File: src/rtl/core/sba_pkg.sv
// ----------------------------------------------------------------------------
// sba_pkg
// Shared types and constants of the superblock block allocator.
// ----------------------------------------------------------------------------
`default_nettype none

package sba_pkg;

  localparam int unsigned IDX_W    = 8;
  localparam int unsigned COUNT_W  = 9;
  localparam int unsigned GROUPS_W = 5;
  localparam int unsigned FG_W     = 4;
  localparam int unsigned CFG_IDX_W = 2;

  localparam logic [CFG_IDX_W-1:0] CFG_BLOCKS = 2'd0;
  localparam logic [CFG_IDX_W-1:0] CFG_GROUPS = 2'd1;

  localparam logic [COUNT_W-1:0]  BLOCKS_RST = 9'd256;
  localparam logic [GROUPS_W-1:0] GROUPS_RST = 5'd8;

  localparam logic FUNC_ALLOC   = 1'b0;
  localparam logic FUNC_RELEASE = 1'b1;

  localparam logic [FG_W-1:0] FG_MAX = 4'd15;

  typedef struct packed {
    logic             func;
    logic [IDX_W-1:0] block_index;
  } req_t;

  typedef struct packed {
    logic               granted;
    logic [IDX_W-1:0]   granted_index;
    logic               release_error;
    logic [COUNT_W-1:0] free_total;
    logic [FG_W-1:0]    fullness_group;
    logic               all_free;
    logic               any_free;
  } rsp_t;

endpackage

`default_nettype wire

File: src/rtl/core/sba_divider.sv
// ----------------------------------------------------------------------------
// sba_divider
// Serial restoring divider, one quotient bit per cycle, for a quotient known
// to fit in QW bits.
// ----------------------------------------------------------------------------
`default_nettype none

module sba_divider #(
  parameter int unsigned NW = 17,
  parameter int unsigned DW = 9,
  parameter int unsigned QW = 4
) (
  input  wire logic          clk,
  input  wire logic          rst,
  input  wire logic          go,
  input  wire logic [NW-1:0] num,
  input  wire logic [DW-1:0] den,
  output logic      [QW-1:0] quot,
  output logic               fin
);

  localparam int unsigned KW = (QW > 1) ? $clog2(QW) : 1;

  logic [NW-1:0] rem;
  logic [KW-1:0] step;
  logic          running;
  logic [NW-1:0] den_sh;
  logic          fits;

  assign den_sh = NW'(den) << step;
  assign fits   = rem >= den_sh;

  always_ff @(posedge clk) begin
    if (rst) begin
      running <= 1'b0;
      fin     <= 1'b0;
    end else begin
      fin <= 1'b0;
      if (go) begin
        running <= 1'b1;
      end else if (running && step == '0) begin
        running <= 1'b0;
        fin     <= 1'b1;
      end
    end
  end

  always_ff @(posedge clk) begin
    if (go) begin
      rem  <= num;
      step <= KW'(QW - 1);
      quot <= '0;
    end else if (running) begin
      if (fits) begin
        rem  <= rem - den_sh;
        quot <= quot | (QW'(1) << step);
      end
      step <= step - KW'(1);
    end
  end

endmodule

`default_nettype wire

File: src/rtl/core/superblock_block_allocator.sv
// ----------------------------------------------------------------------------
// superblock_block_allocator
// Fixed-size block allocator for one superblock: LIFO of released indices,
// bump counter for never-used blocks, free count and fullness group.
// ----------------------------------------------------------------------------
// A command is taken when start is high and busy is low. Its result shows on
// rsp for exactly one cycle with done high; busy then drops and the next
// command can be taken in the cycle after done. The serial divider that forms
// the fullness group produces one quotient bit per cycle. The receiver cannot
// stall done. The release stack needs no clearing after reset. Configuration
// writes are always taken (cfg_ready is high) and are meant for idle times.
`default_nettype none

module superblock_block_allocator
  import sba_pkg::*;
#(
  parameter int unsigned MAX_BLOCKS = 256,
  parameter int unsigned MAX_GROUPS = 16
) (
  input  wire logic                 clk,
  input  wire logic                 rst,
  input  wire logic                 start,
  output logic                      busy,
  input  wire req_t                 req,
  output logic                      done,
  output rsp_t                      rsp,
  input  wire logic                 cfg_valid,
  output logic                      cfg_ready,
  input  wire logic [CFG_IDX_W-1:0] cfg_index,
  input  wire logic [COUNT_W-1:0]   cfg_data
);

  localparam int unsigned CW = $clog2(MAX_BLOCKS + 1);
  localparam int unsigned AW = (MAX_BLOCKS > 1) ? $clog2(MAX_BLOCKS) : 1;
  localparam int unsigned GW = $clog2(MAX_GROUPS + 1);
  localparam int unsigned QW = $clog2(MAX_GROUPS);
  localparam int unsigned PW = CW + GW;
  localparam logic [CW-1:0] MAXB = CW'(MAX_BLOCKS);
  localparam logic [GW-1:0] MAXG = GW'(MAX_GROUPS);

  typedef enum logic [4:0] {
    S_IDLE = 5'b00001,
    S_EXEC = 5'b00010,
    S_STAT = 5'b00100,
    S_LOAD = 5'b01000,
    S_DIV  = 5'b10000
  } state_t;

  state_t state;
  logic   out_pending;

  logic [COUNT_W-1:0]  blocks_cfg;
  logic [GROUPS_W-1:0] groups_cfg;
  logic [CW-1:0]       depth;
  logic [CW-1:0]       carved;
  req_t                req_q;

  logic [IDX_W-1:0] stack_mem [MAX_BLOCKS];
  logic [IDX_W-1:0] rd_data;
  logic [AW-1:0]    rd_addr;
  logic             mem_we;

  logic [CW-1:0] count;
  logic [GW-1:0] groups;
  logic [GW-1:0] gm2;
  logic [CW-1:0] uncarved;
  logic [CW:0]   free_sum;
  logic [CW-1:0] free_cur;
  logic [CW-1:0] used_cur;
  logic          rel_reject;

  logic             granted_q;
  logic [IDX_W-1:0] gidx_q;
  logic             rerr_q;
  logic             from_stack;
  logic [CW-1:0]    free_q;
  logic             all_free_q;
  logic             any_free_q;
  logic [PW-1:0]    prod;

  logic          div_go;
  logic [QW-1:0] div_q;
  logic          div_fin;
  logic [7:0]    fg_sum;
  logic [FG_W-1:0] fg;

  // effective configuration
  always_comb begin
    if (blocks_cfg == '0) begin
      count = CW'(1);
    end else if (32'(blocks_cfg) > MAX_BLOCKS) begin
      count = MAXB;
    end else begin
      count = CW'(blocks_cfg);
    end
    if (groups_cfg < 5'd2) begin
      groups = GW'(2);
    end else if (32'(groups_cfg) > MAX_GROUPS) begin
      groups = MAXG;
    end else begin
      groups = GW'(groups_cfg);
    end
    gm2 = groups - GW'(2);
  end

  // free count from the current state
  always_comb begin
    uncarved = (carved < count) ? count - carved : '0;
    free_sum = {1'b0, uncarved} + {1'b0, depth};
    free_cur = (free_sum > {1'b0, count}) ? count : free_sum[CW-1:0];
    used_cur = count - free_cur;
    rel_reject = (free_cur >= count) || (depth >= MAXB);
  end

  assign busy      = (state != S_IDLE) || out_pending;
  assign cfg_ready = 1'b1;
  assign done      = out_pending;
  assign rd_addr   = AW'(depth - CW'(1));
  assign mem_we    = (state == S_EXEC) && (req_q.func == FUNC_RELEASE) && !rel_reject;
  assign div_go    = (state == S_LOAD);

  always_ff @(posedge clk) begin
    if (rst) begin
      blocks_cfg <= BLOCKS_RST;
      groups_cfg <= GROUPS_RST;
    end else if (cfg_valid && cfg_ready) begin
      case (cfg_index)
        CFG_BLOCKS: blocks_cfg <= cfg_data;
        CFG_GROUPS: groups_cfg <= cfg_data[GROUPS_W-1:0];
        default: ;
      endcase
    end
  end

  // release stack
  always_ff @(posedge clk) begin
    if (mem_we) begin
      stack_mem[depth[AW-1:0]] <= req_q.block_index;
    end
  end

  always_ff @(posedge clk) begin
    rd_data <= stack_mem[rd_addr];
  end

  // sequencer and allocator state
  always_ff @(posedge clk) begin
    if (rst) begin
      state       <= S_IDLE;
      out_pending <= 1'b0;
      depth       <= '0;
      carved      <= '0;
    end else begin
      out_pending <= 1'b0;
      case (state)
        S_IDLE: begin
          if (start && !busy) begin
            state <= S_EXEC;
          end
        end
        S_EXEC: begin
          if (req_q.func == FUNC_ALLOC) begin
            if (depth != '0) begin
              depth <= depth - CW'(1);
            end else if (carved < count) begin
              carved <= carved + CW'(1);
            end
          end else if (!rel_reject) begin
            depth <= depth + CW'(1);
          end
          state <= S_STAT;
        end
        S_STAT: state <= S_LOAD;
        S_LOAD: state <= S_DIV;
        S_DIV: begin
          if (div_fin) begin
            state       <= S_IDLE;
            out_pending <= 1'b1;
          end
        end
        default: state <= S_IDLE;
      endcase
    end
  end

  // per-command payload
  always_ff @(posedge clk) begin
    if (start && !busy) begin
      req_q <= req;
    end
    case (state)
      S_EXEC: begin
        granted_q  <= 1'b0;
        gidx_q     <= '0;
        rerr_q     <= 1'b0;
        from_stack <= 1'b0;
        if (req_q.func == FUNC_ALLOC) begin
          if (depth != '0) begin
            granted_q  <= 1'b1;
            from_stack <= 1'b1;
          end else if (carved < count) begin
            granted_q <= 1'b1;
            gidx_q    <= 8'(carved);
          end
        end else begin
          rerr_q <= rel_reject;
        end
      end
      S_STAT: begin
        if (from_stack) begin
          gidx_q <= rd_data;
        end
        free_q     <= free_cur;
        all_free_q <= free_cur == count;
        any_free_q <= (depth != '0) || (carved < count);
        prod       <= PW'(used_cur) * PW'(gm2);
      end
      S_DIV: begin
        if (div_fin) begin
          rsp.granted        <= granted_q;
          rsp.granted_index  <= gidx_q;
          rsp.release_error  <= rerr_q;
          rsp.free_total     <= COUNT_W'(free_q);
          rsp.fullness_group <= fg;
          rsp.all_free       <= all_free_q;
          rsp.any_free       <= any_free_q;
        end
      end
      default: ;
    endcase
  end

  sba_divider #(
    .NW (PW),
    .DW (CW),
    .QW (QW)
  ) u_div (
    .clk  (clk),
    .rst  (rst),
    .go   (div_go),
    .num  (prod),
    .den  (count),
    .quot (div_q),
    .fin  (div_fin)
  );

  always_comb begin
    fg_sum = 8'(div_q) + 8'd1;
    if (all_free_q) begin
      fg = '0;
    end else if (fg_sum > 8'(FG_MAX)) begin
      fg = FG_MAX;
    end else begin
      fg = fg_sum[FG_W-1:0];
    end
  end

endmodule

`default_nettype wire

File: config.mk
export PLATFORM = sky130hd
export DESIGN_NAME = superblock_block_allocator
export DESIGN_NICKNAME = d
export VERILOG_FILES = /design/src/rtl/core/sba_pkg.sv /design/src/rtl/core/sba_divider.sv /design/src/rtl/core/superblock_block_allocator.sv
export SDC_FILE = /design/constraint.sdc
export NUM_CORES = 2
export LEC_CHECK = 0
export BUFFER_PORTS_ARGS = -buffer_cell sky130_fd_sc_hd__buf_2
export CORE_UTILIZATION = 68
export CTS_CLUSTER_DIAMETER = 200
export DETAILED_ROUTE_END_ITERATION = 10
export GPL_TIMING_DRIVEN = 0
export PLACE_DENSITY = 0.81
export SLEW_MARGIN = 10
export SYNTH_ARGS = -nofsm -noshare
export SYNTH_HDL_FRONTEND = slang
export SYNTH_SLANG_ARGS = --single-unit
export TNS_END_PERCENT = 30
File: constraint.sdc
create_clock -name clk -period 19.3 [get_ports clk]
set_input_delay 0.965 -clock clk [delete_from_list [all_inputs] [get_ports clk]]
set_output_delay 0.965 -clock clk [all_outputs]
set_load 0.005 [all_outputs]
==> qor.txt <==
Status: completed
Die Ht: 362 um
Via Count: 49300
PnR worst setup slack: 6370 ps
Post-synthesis sequential area ratio: 0.740
Cells after Synth: 4220
Initial core utilization: 0.687
Crit-path max cell delay: 590 ps
Worst-case clock buffer depth: 3
Global route overflow: 0
Worst skew pair latency: 860 ps
DIE AREA: 131000 um^2
Max Cap Violations: 0
Async set or reset register ratio after synthesis: 0
Setup bufs post-CTS: 0
Power density over the cells: 104 nW/um^2
Critical Path AT: 13510 ps
Pleak: 31.1 nW
CP Capture Type: flop
Synth Warn #: 0
Routed WL: 262000 um
Rel. slew slack: 0.135
Synth cell types: 69
DRC viols: 0
Layout cells sized above 1: 0.257
Vias per cell: 7.60
Area growth from synthesis to layout: 12.7%
Cts-stage hold buffer count: 0
Detailed Route Iter0 Violations: 9068
Top FF cell, synth: edfxtp_1
Post-DRT Antenna Nets: 0
IO Port Bufs: 50
Peak Freq: 77.3 MHz
Dpl hpwl: 152000 um
I/O pin total: 52
Initial antenna violation count: 13
# rows: 131
Most frequent cell after synthesis: edfxtp_1
Placed Cells: 6095
Final Non-Filler Cells: 6492
Worst Max-Slew Pin Slew: 1300 ps
Mapped Area: 88000 um^2
Share of the synthesized area in the top cell type: 0.728
Startpoint Class: flop
GRT Total Usage: 0.407
Synth top area cells: edfxtp_1 (73%), mux4_2 (16%), nor2_1 (1.6%), dfxtp_1 (1.2%), ha_1 (1.2%)
Pin count of the biggest net entering global routing: 35
Clk sink count: 2186
Pre-CTS setup slack: 6920 ps
Biggest area consumer among synthesized cells: edfxtp_1
Worst Path Max Fanout: 10
H-tree depth: 4
Total Nets Final: 4705
Core ar.: 128000 um^2
Hold crit path type: in2reg
Post_cts resized: 0
TritonCTS clock tree: yes
Gpl congestion: 0.975
Req. time, crit path: 19880 ps
Mean Syn Cell Area: 20.8 um^2
Setup CP Type: reg2reg
Final Skew: 29.6 ps
Maximum VDD drop: 100 uV
Post-synth EDFFs: 2132
Max Slew Vio Count: 0
DR pass1 iterations: 7
Final hold viol count: 0
Final-report setup violation count: 0
Critical path's slowest cell: nor3_2
Vias in the first global route: 48500
RSZ-0062 raised after global routing: no
DR WL/cell: 40.3 um
Post-route minimum period: 12930 ps
Final core utilization: 0.775
FF+latch count, synth: 2186
Top cells by count, synth: edfxtp_1 (2132), mux4_2 (640), nor2_1 (372)
Clock Root Buffer: clkbuf_16
CTS clk-pin slew, worst paths: 70 ps
Setup TNS: 0 ps
Width of the die: 362 um
TritonCTS Buffers: 204
First-pass GRT wire length: 365000 um
Final period util: 0.670
## where the power goes
| part | switching, mW | internal [mW] | total (mW) | leakage, nW |
|---|---|---|---|---|
| Clock | 1.88 | 2.26 | 4.13 | 3.23 |
| Combinational | 0.541 | 0.332 | 0.873 | 8.28 |
| Sequential | 0.0158 | 5.26 | 5.28 | 19.6 |
## final timing paths
kind	start	end	slack [ps]	depth (start not counted)
worst max-delay path	blocks_cfg[8]	prod[12]	6370	45
worst min-delay path	req[7]	req_q[7]	290	1
worst min register to register	free_q[1]	rsp[7]	420	0
worst max register to register	blocks_cfg[8]	prod[12]	6370	45
## state kept, by name (all words and copies together) (netlist names), 9 cells and up
| register | cells |
|---|---|
| free_q | 9 |
| carved | 9 |
| depth | 9 |
| prod | 14 |
| u_div.rem | 14 |
| rsp | 25 |
| blocks_cfg | 9 |
| req_q | 9 |
| stack_mem | 2048 |
## stage by stage
step           hold WS (ps)  instance area, um^2  total power [mW]
2_1_floorplan           400                88000              5.90
3_3_place_gp            403                90400              6.15
3_5_place_dp            405                92500              6.20
4_1_cts                 261                99100              10.2
5_1_grt                 278                99100              10.5
6_report                294                99200              10.3
## final cells by class
type | count | area [um^2]
Inverter | 79 | 302
Tap cell | 1729 | 2160
Buffer | 224 | 1140
Fill cell | 5918 | 28800
Timing Repair Buffer | 138 | 2260
Sequential cell | 2186 | 65100
Clock inverter | 140 | 1410
Multi-Input combinational cell | 1739 | 21500
Clock buffer | 240 | 5270
Antenna cell | 17 | 42.5
## critical path: cells and delay by family (launching register included)
kind	cells	cell delay [ps]
XOR/XNOR	2	350
adder cells (fa/ha/maj)	8	2710
AND/OR/NAND/NOR	7	1590
buffers and inverters	6	2020
flip-flops	1	380
AO/OA/AOI/OAI	21	5130
multiplexers	1	450
## per-layer routing
metal / track usage / vias to the layer above / part of all wire
li1: - / 18100 / -
met1: 0.519 / 24800 / 0.32
met2: 0.632 / 5216 / 0.48
met3: 0.114 / 1169 / 0.13
met4: 0.248 / 20 / 0.076
met5: 0 / - / 0.00054
## cells by family (layout without fill, tap and decap cells)
logic type / count (synthesis) / after routing / share of synthesized area
compound gates: 246 / 246 / 0.0192
flops: 2186 / 2186 / 0.740
fa+ha+maj: 109 / 109 / 0.0176
simple gates: 639 / 639 / 0.0329
buf+inv: 303 / 821 / 0.0162
xor+xnor: 50 / 50 / 0.00498
other cells: 2 / 27 / 0.0000854
mux: 685 / 685 / 0.169
## cells in the final DEF, fill, tap and decap left out, types with 11 or more instances in the layout
cell type / Yosys / final
a21o_1: 13 / 13
a21oi_1: 60 / 60
a221oi_1: 17 / 17
a22o_1: 24 / 24
a22oi_1: 40 / 40
buf_1: 11 / 11
buf_16: 0 / 55
buf_2: 61 / 111
buf_6: 23 / 23
buf_8: 0 / 33
bufinv_16: 0 / 22
clkbuf_1: 121 / 138
clkbuf_16: 0 / 205
clkbuf_2: 0 / 17
clkinv_1: 0 / 56
clkinv_2: 0 / 35
clkinvlp_4: 0 / 11
dfxtp_1: 54 / 54
diode_2: 0 / 17
edfxtp_1: 2132 / 2132
fa_1: 25 / 25
ha_1: 84 / 84
inv_1: 78 / 78
mux2_2: 16 / 16
mux2i_1: 29 / 29
mux4_2: 640 / 640
nand2_1: 93 / 93
nand2b_1: 11 / 11
nand3_1: 26 / 26
nand4_1: 12 / 12
nor2_1: 372 / 372
nor2b_1: 25 / 25
nor3_1: 28 / 28
o21ai_0: 41 / 41
or2_2: 11 / 11
xnor2_1: 31 / 31
xor2_1: 19 / 19
No activity file was read; power rests on OpenSTA's default activity.
